$ cat src/rtl/core/tgcs_pkg.sv
// Package: shared widths, constants and types of the trajectory grid cell segmenter.
`default_nettype none
package tgcs_pkg;

	localparam int unsigned MAX_POINTS    = 1048576;
	localparam int unsigned MAX_GRID_SIDE = 4096;

	localparam int unsigned TID_W   = 24;
	localparam int unsigned COORD_W = 32;
	localparam int unsigned SIZE_W  = 31;
	localparam int unsigned SIDE_W  = 13;
	localparam int unsigned CELL_W  = 24;
	localparam int unsigned IDX_W   = 20;
	localparam int unsigned CNT_W   = 21;
	localparam int unsigned QUO_W   = 12;

	localparam int unsigned IN_W    = 88;
	localparam int unsigned OUT_W   = 112;
	localparam int unsigned CFG_IDX_W = 3;

	localparam logic [IDX_W-1:0] LAST_IDX = IDX_W'(MAX_POINTS - 1);
	localparam logic [SIDE_W-1:0] SIDE_MAX = SIDE_W'(MAX_GRID_SIDE);

	localparam logic [CFG_IDX_W-1:0] REG_X_ORIGIN = 3'd0;
	localparam logic [CFG_IDX_W-1:0] REG_Y_TOP    = 3'd1;
	localparam logic [CFG_IDX_W-1:0] REG_CELL     = 3'd2;
	localparam logic [CFG_IDX_W-1:0] REG_COLUMNS  = 3'd3;
	localparam logic [CFG_IDX_W-1:0] REG_ROWS     = 3'd4;

	typedef struct packed {
		logic signed [COORD_W-1:0] x_origin;
		logic signed [COORD_W-1:0] y_top;
		logic [SIZE_W-1:0]         side_len;
		logic [SIDE_W-1:0]         columns;
		logic [SIDE_W-1:0]         rows;
	} grid_cfg_t;

	typedef struct packed {
		logic [TID_W-1:0]  tid;
		logic [CELL_W-1:0] grid_idx;
		logic              fin;
	} point_cls_t;

	typedef struct packed {
		logic [TID_W-1:0]  traj;
		logic [CELL_W-1:0] grid_idx;
		logic [IDX_W-1:0]  first;
		logic [IDX_W-1:0]  final_idx;
		logic [CNT_W-1:0]  points;
		logic              last;
	} rec_t;

endpackage
`default_nettype wire

$ cat src/rtl/core/tgcs_div.sv
// Iterative divider: clamped floor quotient of one grid axis, one quotient bit a cycle.
`default_nettype none
module tgcs_div
	import tgcs_pkg::*;
(
	input  wire logic                clk,
	input  wire logic                arst_n,
	input  wire logic                start,
	input  wire logic [COORD_W:0]    diff,
	input  wire logic [SIZE_W-1:0]   divisor,
	input  wire logic [SIDE_W-1:0]   limit,
	output logic                     done,
	output logic [QUO_W-1:0]         quo
);

	localparam int unsigned WIDE_W = SIZE_W + QUO_W;
	localparam logic [3:0] TOP_STEP = 4'(QUO_W - 1);

	logic               busy_q;
	logic               done_q;
	logic [3:0]         step_q;
	logic [COORD_W-1:0] rem_q;
	logic [SIZE_W-1:0]  dvs_q;
	logic [QUO_W-1:0]   quo_q;
	logic               neg_q;
	logic               over_q;

	logic [WIDE_W-1:0]  shifted;
	logic [WIDE_W-1:0]  rem_wide;
	logic [WIDE_W-1:0]  full_scale;
	logic [QUO_W-1:0]   lim_m1;

	assign shifted    = WIDE_W'(dvs_q) << step_q;
	assign rem_wide   = WIDE_W'(rem_q);
	assign full_scale = {divisor, {QUO_W{1'b0}}};
	assign lim_m1     = QUO_W'(limit - SIDE_W'(1));

	always_ff @(posedge clk or negedge arst_n) begin
		if (!arst_n) begin
			busy_q <= 1'b0;
			done_q <= 1'b0;
			step_q <= '0;
		end else begin
			done_q <= 1'b0;
			if (start) begin
				busy_q <= 1'b1;
				step_q <= TOP_STEP;
			end else if (busy_q) begin
				if (step_q == 4'd0) begin
					busy_q <= 1'b0;
					done_q <= 1'b1;
				end else begin
					step_q <= step_q - 4'd1;
				end
			end
		end
	end

	always_ff @(posedge clk) begin
		if (start) begin
			rem_q  <= diff[COORD_W-1:0];
			dvs_q  <= divisor;
			quo_q  <= '0;
			neg_q  <= diff[COORD_W];
			over_q <= WIDE_W'(diff[COORD_W-1:0]) >= full_scale;
		end else if (busy_q) begin
			if (rem_wide >= shifted) begin
				rem_q         <= COORD_W'(rem_wide - shifted);
				quo_q[step_q] <= 1'b1;
			end
		end
	end

	always_comb begin
		if (neg_q) begin
			quo = '0;
		end else if (over_q || (quo_q > lim_m1)) begin
			quo = lim_m1;
		end else begin
			quo = quo_q;
		end
	end

	assign done = done_q;

endmodule
`default_nettype wire

$ cat src/rtl/core/tgcs_front.sv
// Front end: accepts points, maps each to its grid cell and queues the result.
`default_nettype none
module tgcs_front
	import tgcs_pkg::*;
(
	input  wire logic             clk,
	input  wire logic             arst_n,
	input  wire grid_cfg_t        cfg,
	input  wire logic             in_valid,
	output logic                  in_ready,
	input  wire logic [IN_W-1:0]  in_data,
	input  wire logic             in_last,
	output logic                  push,
	output point_cls_t            push_data,
	input  wire logic             full
);

	typedef enum logic [1:0] {
		ST_IDLE,
		ST_DIV,
		ST_PUSH
	} front_state_t;

	front_state_t      state_q;
	logic [TID_W-1:0]  tid_q;
	logic              fin_q;

	logic signed [COORD_W-1:0] lon;
	logic signed [COORD_W-1:0] lat;
	logic [COORD_W:0]          diff_x;
	logic [COORD_W:0]          diff_y;
	logic                      start;
	logic                      done_x;
	logic                      done_y;
	logic [QUO_W-1:0]          col;
	logic [QUO_W-1:0]          row;
	logic [CELL_W:0]           cell_full;

	assign lon    = in_data[TID_W +: COORD_W];
	assign lat    = in_data[TID_W+COORD_W +: COORD_W];
	assign diff_x = {lon[COORD_W-1], lon} - {cfg.x_origin[COORD_W-1], cfg.x_origin};
	assign diff_y = {cfg.y_top[COORD_W-1], cfg.y_top} - {lat[COORD_W-1], lat};

	assign in_ready = (state_q == ST_IDLE);
	assign start    = in_valid && in_ready;

	tgcs_div u_div_x (
		.clk     (clk),
		.arst_n  (arst_n),
		.start   (start),
		.diff    (diff_x),
		.divisor (cfg.side_len),
		.limit   (cfg.columns),
		.done    (done_x),
		.quo     (col)
	);

	tgcs_div u_div_y (
		.clk     (clk),
		.arst_n  (arst_n),
		.start   (start),
		.diff    (diff_y),
		.divisor (cfg.side_len),
		.limit   (cfg.rows),
		.done    (done_y),
		.quo     (row)
	);

	assign cell_full = (CELL_W+1)'(row) * (CELL_W+1)'(cfg.columns) + (CELL_W+1)'(col);

	assign push               = (state_q == ST_PUSH) && !full;
	assign push_data.tid      = tid_q;
	assign push_data.grid_idx = cell_full[CELL_W-1:0];
	assign push_data.fin      = fin_q;

	always_ff @(posedge clk or negedge arst_n) begin
		if (!arst_n) begin
			state_q <= ST_IDLE;
		end else begin
			unique case (state_q)
				ST_IDLE: begin
					if (start) state_q <= ST_DIV;
				end
				ST_DIV: begin
					if (done_x && done_y) state_q <= ST_PUSH;
				end
				ST_PUSH: begin
					if (!full) state_q <= ST_IDLE;
				end
				default: state_q <= ST_IDLE;
			endcase
		end
	end

	always_ff @(posedge clk) begin
		if (start) begin
			tid_q <= in_data[TID_W-1:0];
			fin_q <= in_last;
		end
	end

endmodule
`default_nettype wire

$ cat src/rtl/core/tgcs_queue.sv
// Four-entry queue of classified points between front and back end.
`default_nettype none
module tgcs_queue
	import tgcs_pkg::*;
(
	input  wire logic       clk,
	input  wire logic       arst_n,
	input  wire logic       push,
	input  wire point_cls_t wdata,
	output logic            full,
	input  wire logic       pop,
	output logic            valid,
	output point_cls_t      rdata
);

	localparam int unsigned DEPTH = 4;
	localparam int unsigned PTR_W = $clog2(DEPTH);

	point_cls_t       mem_q [DEPTH];
	logic [PTR_W-1:0] wr_ptr_q;
	logic [PTR_W-1:0] rd_ptr_q;
	logic [PTR_W:0]   count_q;

	assign full  = (count_q == (PTR_W+1)'(DEPTH));
	assign valid = (count_q != '0);
	assign rdata = mem_q[rd_ptr_q];

	always_ff @(posedge clk or negedge arst_n) begin
		if (!arst_n) begin
			wr_ptr_q <= '0;
			rd_ptr_q <= '0;
			count_q  <= '0;
		end else begin
			if (push) wr_ptr_q <= wr_ptr_q + PTR_W'(1);
			if (pop)  rd_ptr_q <= rd_ptr_q + PTR_W'(1);
			if (push && !pop) begin
				count_q <= count_q + (PTR_W+1)'(1);
			end else if (pop && !push) begin
				count_q <= count_q - (PTR_W+1)'(1);
			end
		end
	end

	always_ff @(posedge clk) begin
		if (push) mem_q[wr_ptr_q] <= wdata;
	end

endmodule
`default_nettype wire

$ cat src/rtl/core/tgcs_back.sv
// Back end: run tracking per trajectory and record output with a second-record slot.
`default_nettype none
module tgcs_back
	import tgcs_pkg::*;
(
	input  wire logic              clk,
	input  wire logic              arst_n,
	input  wire logic              q_valid,
	input  wire point_cls_t        q_data,
	output logic                   pop,
	output logic                   out_valid,
	input  wire logic              out_ready,
	output rec_t                   out_rec
);

	logic [IDX_W-1:0]  pc_q;
	logic [IDX_W-1:0]  rs_q;
	logic [CELL_W-1:0] rc_q;
	logic              out_v_q;
	rec_t              out_q;
	logic              pend_v_q;
	rec_t              pend_q;

	logic              fin;
	logic [IDX_W-1:0]  rs;
	logic [CELL_W-1:0] rc;
	logic              same;
	logic [CNT_W-1:0]  span;
	rec_t              rec0;
	rec_t              rec1;
	logic              emit;
	logic              two;

	assign pop = q_valid && !pend_v_q && (!out_v_q || out_ready);

	always_comb begin
		fin  = q_data.fin || (pc_q == LAST_IDX);
		rs   = (pc_q == '0) ? '0 : rs_q;
		rc   = (pc_q == '0) ? q_data.grid_idx : rc_q;
		same = (q_data.grid_idx == rc);
		span = {1'b0, pc_q} - {1'b0, rs};
		emit = fin || !same;
		two  = fin && !same;

		rec0.traj      = q_data.tid;
		rec0.grid_idx  = rc;
		rec0.first     = rs;
		rec0.final_idx = same ? pc_q : pc_q - IDX_W'(1);
		rec0.points    = same ? span + CNT_W'(1) : span;
		rec0.last      = !two;

		rec1.traj      = q_data.tid;
		rec1.grid_idx  = q_data.grid_idx;
		rec1.first     = pc_q;
		rec1.final_idx = pc_q;
		rec1.points    = CNT_W'(1);
		rec1.last      = 1'b1;
	end

	always_ff @(posedge clk or negedge arst_n) begin
		if (!arst_n) begin
			pc_q     <= '0;
			rs_q     <= '0;
			rc_q     <= '0;
			out_v_q  <= 1'b0;
			pend_v_q <= 1'b0;
		end else begin
			if (pop) begin
				if (fin) begin
					pc_q <= '0;
					rs_q <= '0;
					rc_q <= '0;
				end else begin
					pc_q <= pc_q + IDX_W'(1);
					rs_q <= same ? rs : pc_q;
					rc_q <= q_data.grid_idx;
				end
				out_v_q  <= emit;
				pend_v_q <= two;
			end else if (!out_v_q || out_ready) begin
				out_v_q  <= pend_v_q;
				pend_v_q <= 1'b0;
			end
		end
	end

	always_ff @(posedge clk) begin
		if (pop) begin
			out_q  <= rec0;
			pend_q <= rec1;
		end else if ((!out_v_q || out_ready) && pend_v_q) begin
			out_q <= pend_q;
		end
	end

	assign out_valid = out_v_q;
	assign out_rec   = out_q;

endmodule
`default_nettype wire

$ cat src/rtl/core/trajectory_grid_cell_segmenter.sv
// Top level: configuration registers, front end, point queue and back end.
// Points are taken one at a time: the next waits until the 12-step axis
// dividers finish and the last point's cell is queued.
// A final point that lands in a new cell gives two record beats.
// Reset (arst_n, asynchronous, active low) clears run state, queue, handshakes
// and sets the grid registers to origin 0, cell size 1, one column, one row.
`default_nettype none
module trajectory_grid_cell_segmenter
	import tgcs_pkg::*;
(
	input  wire logic                  clk,
	input  wire logic                  arst_n,
	input  wire logic                  s_tvalid,
	output logic                       s_tready,
	// trajectory_id[23:0], longitude[55:24], latitude[87:56]
	input  wire logic [IN_W-1:0]       s_tdata,
	input  wire logic                  s_tlast,
	output logic                       m_tvalid,
	input  wire logic                  m_tready,
	// record_trajectory[23:0], cell_index[47:24], first_index[67:48],
	// final_index[87:68], run_points[108:88], zero pad[111:109]
	output logic [OUT_W-1:0]           m_tdata,
	output logic                       m_tlast,
	input  wire logic                  cfg_valid,
	output logic                       cfg_ready,
	input  wire logic [CFG_IDX_W-1:0]  cfg_index,
	input  wire logic [COORD_W-1:0]    cfg_data
);

	grid_cfg_t  cfg_q;
	logic       push;
	point_cls_t push_data;
	logic       full;
	logic       pop;
	logic       q_valid;
	point_cls_t q_data;
	rec_t       rec;

	logic [SIZE_W-1:0] wr_size;
	logic [SIDE_W-1:0] wr_side;

	assign cfg_ready = 1'b1;
	assign wr_size   = (cfg_data[SIZE_W-1:0] == '0) ? SIZE_W'(1) : cfg_data[SIZE_W-1:0];

	always_comb begin
		if (cfg_data[SIDE_W-1:0] == '0) begin
			wr_side = SIDE_W'(1);
		end else if (cfg_data[SIDE_W-1:0] > SIDE_MAX) begin
			wr_side = SIDE_MAX;
		end else begin
			wr_side = cfg_data[SIDE_W-1:0];
		end
	end

	always_ff @(posedge clk or negedge arst_n) begin
		if (!arst_n) begin
			cfg_q.x_origin <= '0;
			cfg_q.y_top    <= '0;
			cfg_q.side_len <= SIZE_W'(1);
			cfg_q.columns  <= SIDE_W'(1);
			cfg_q.rows     <= SIDE_W'(1);
		end else if (cfg_valid) begin
			unique case (cfg_index)
				REG_X_ORIGIN: cfg_q.x_origin <= cfg_data;
				REG_Y_TOP:    cfg_q.y_top    <= cfg_data;
				REG_CELL:     cfg_q.side_len <= wr_size;
				REG_COLUMNS:  cfg_q.columns  <= wr_side;
				REG_ROWS:     cfg_q.rows     <= wr_side;
				default: ;
			endcase
		end
	end

	tgcs_front u_front (
		.clk       (clk),
		.arst_n    (arst_n),
		.cfg       (cfg_q),
		.in_valid  (s_tvalid),
		.in_ready  (s_tready),
		.in_data   (s_tdata),
		.in_last   (s_tlast),
		.push      (push),
		.push_data (push_data),
		.full      (full)
	);

	tgcs_queue u_queue (
		.clk    (clk),
		.arst_n (arst_n),
		.push   (push),
		.wdata  (push_data),
		.full   (full),
		.pop    (pop),
		.valid  (q_valid),
		.rdata  (q_data)
	);

	tgcs_back u_back (
		.clk       (clk),
		.arst_n    (arst_n),
		.q_valid   (q_valid),
		.q_data    (q_data),
		.pop       (pop),
		.out_valid (m_tvalid),
		.out_ready (m_tready),
		.out_rec   (rec)
	);

	assign m_tdata = {3'b000, rec.points, rec.final_idx, rec.first, rec.grid_idx, rec.traj};
	assign m_tlast = rec.last;

endmodule
`default_nettype wire

$ cat config.mk
export PLATFORM = sky130hd
export DESIGN_NAME = trajectory_grid_cell_segmenter
export DESIGN_NICKNAME = d
export VERILOG_FILES = /design/src/rtl/core/tgcs_pkg.sv /design/src/rtl/core/tgcs_div.sv /design/src/rtl/core/tgcs_front.sv /design/src/rtl/core/tgcs_queue.sv /design/src/rtl/core/tgcs_back.sv /design/src/rtl/core/trajectory_grid_cell_segmenter.sv
export SDC_FILE = /design/constraint.sdc
export NUM_CORES = 2
export LEC_CHECK = 0
export ABC_AREA = 1
export ABC_CLOCK_PERIOD_IN_PS = 8300
export BUFFER_PORTS_ARGS = -buffer_cell sky130_fd_sc_hd__buf_2
export CELL_PAD_IN_SITES_DETAIL_PLACEMENT = 1
export CELL_PAD_IN_SITES_GLOBAL_PLACEMENT = 1
export CORE_MARGIN = 2
export CORE_UTILIZATION = 48
export DETAILED_ROUTE_END_ITERATION = 6
export HOLD_SLACK_MARGIN = 0.1
export MAX_ROUTING_LAYER = met4
export PLACE_DENSITY = 0.92
export SYNTH_ARGS = -nofsm -noshare
export SYNTH_HDL_FRONTEND = slang
export SYNTH_HIERARCHICAL = 1
export SYNTH_SLANG_ARGS = --single-unit
$ cat constraint.sdc
create_clock -name clk -period 8.3 [get_ports clk]
set_input_delay 0.415 -clock clk [delete_from_list [all_inputs] [get_ports clk]]
set_output_delay 0.415 -clock clk [all_outputs]
set_load 0.02 [all_outputs]
==> impl_metrics.ini <==
[sta]
post-route-period-util_pct = 95.31
clock_skew_ns = 0.05437
hold_viol = 0
finalSetupViolCount = 0
fmax_mhz = 126.4
slew_headroom_pct = 18.46
worstMarginPinSlew_ns = 1.216
min_period_ns = 7.910
drv_slew = 0

[worst_setup_path]
worstSetupStartpointType = register
cp_max_fo = 13
startpoint = cfg_q[0]
regToRegEndpoint = u_queue/mem_q[1][17]
crit_type = reg -> reg
arrival_ns = 8.33
cpMostUsedCell = inv_1
r2r_start = cfg_q[0]
slowest_stage = fa_1
cp-end-kind = register
reg2reg_depth = 34
reg2reg_slack_ns = 0.39
required_ns = 8.71
max_stage_delay_ns = 0.57

[floorplan]
fp.dieArea_sq_um = 114300
core_region_area_sq_um = 110700
num_io_pins = 245
dieHeight_microns = 338.1
row_count = 122
fp.dieW_microns = 338.1
start_util_pct = 48.42

[grt]
grt_usage_pct = 34.09
grt_max_degree = 180
grt_pass1_wl_microns = 298500
overflow = 0
grt_pass1_vias = 52343
antenna_found_initial = 6

[logic_synthesis]
yosysWarnings = 6
avgSynthCellArea_sq_um = 7.786
synthCells = 6882
netlist_area_sq_um = 53580

[detailed_routing]
first_iter_violations = 4012
drcViolationCount = 0
ant_nets = 0
vias = 49628
post_drt_wl_per_cell_microns = 22.32
dr.pass1.iters = 6
wl_microns = 193000
avgViaCountPerCell = 5.739

[cts]
clk_pin_slew_ns = 0.06
cts_tree = done
clk_latency_ns = 0.71
post-cts-setup-buffers = 0
clock-sinks = 760
clk_path_buf_depth = 3
numCtsBuffers = 87
htree_levels = 3
cts_root_buffer = clkbuf_16

[layout]
syn_to_final_growth_pct = 11.17
post-route-util_pct = 53.82
drive_gt1_share_pct = 9.911
design_area_sq_um = 59570
fin_nets = 7632

[outcome]
outcome = completed

[hold_path]
min_from = cfg_data[5]
holdPathEnd = cfg_q[5]
min_path_type = in -> reg
hold_depth = 3

[pwr]
leakagePower_uw = 0.02938
power.density_nw_per_um2 = 408.9
ir_worst_vdd_v = 0.0001894

[run]
drv_cap = 0

[placed_design]
gp_congestion = 0.9478
port_buffers = 240
hpwlAfterDp_microns = 136500
placed_area_sq_um = 55920
[layout by cell type, fill, tap and decap left out, drive strengths merged, types with 27 or more instances in the layout]
cell type,instances
clkbuf,117
ha,298
nand2,2188
dlygate4sd3,42
dfrtp,204
nor3,67
a21oi,284
buf,288
nand3,457
inv,1176
xor2,76
fa,126
or2,38
nand4,54
edfxtp,529
clkinv,39
o211ai,106
nor2,398
o21ai,407
nor4,27
[repair_timing]
| item | CTS | global route |
|---|---|---|
| pin swaps | 0 | 1 |
| gates resized for setup | 1 | 24 |
| gates cloned | 0 | 1 |
| hold buffers | 42 | 0 |
| hold endpoints to repair | 136 | 0 |
| setup endpoints to repair | 4 | 60 |
[power breakdown]
part           total [uW]  switching [uW]  internal, uW
registers            6310             703          5610
logic               13900            9760          4100
clock network        4190            1800          2390
[flip-flops by register name (all words and copies together) (netlist names), 12 cells and up]
register	count
u_back/pend_q	68
u_front/u_div_y/quo_q	12
u_queue/mem_q	196
u_front/u_div_x/quo_q	12
u_front/u_div_x/rem_q	32
u_front/u_div_x/dvs_q	31
u_front/tid_q	24
u_back/pc_q	20
cfg_q	120
u_front/u_div_y/rem_q	32
u_front/u_div_y/dvs_q	31
u_back/rc_q	24
u_back/out_rec	110
u_back/rs_q	20
[per-layer routing]
metal | wire length (microns) | global-route usage, %
met3 | 12130 | 4.683
met5 | 0 | -
met2 | 95710 | 58.13
met4 | 11010 | 17.59
met1 | 74190 | 39.12
[critical path, delay by kind of cell (launching register included)]
kind,cells,cell delay (ns)
buffers and inverters,8,0.64
AOI/OAI and AO/OA,7,1.16
adders and majority gates,8,3.54
xor gates and xnor gates,2,0.38
DFF,1,0.38
and+or+nand+nor,9,1.51
[metrics by stage]
step	std cells	power [uW]	TNS (ns)	setup slack, ns	hold WS (ns)
final	8648	24360	0	0.3896	0.1110
after global routing	8645	25960	-2.281	-0.1106	0.1188
after CTS	8641	23940	0	0.1361	0.1003
after detailed placement	8435	19470	0	0.04191	0.4650
after global placement	8435	18570	0	0.4318	0.4545
after floorplan	6884	15440	0	0.8332	0.1194
[worst max path at each step]
stage                                end  slack [ns]  cells past startpoint
floorplan           u_queue/mem_q[0][22]        0.83                     35
global placement    u_queue/mem_q[3][23]        0.43                     32
detailed placement  u_queue/mem_q[1][19]        0.04                     32
CTS                 u_queue/mem_q[2][19]        0.14                     33
global route        u_queue/mem_q[2][24]       -0.11                     37
finish              u_queue/mem_q[1][17]        0.39                     34
[final cells by class]
type                       instances  area (sq um)
fill                           13653         51100
clock inverter                    47         556.8
antenna                            6         15.01
timing repair buffer             330          2008
clock buffer                     117          2560
tap                             1488          1862
multi-input combinational       4720         26580
sequential                       760         21550
inverter                        1180          4432
Power figures use the tool's default switching activity.
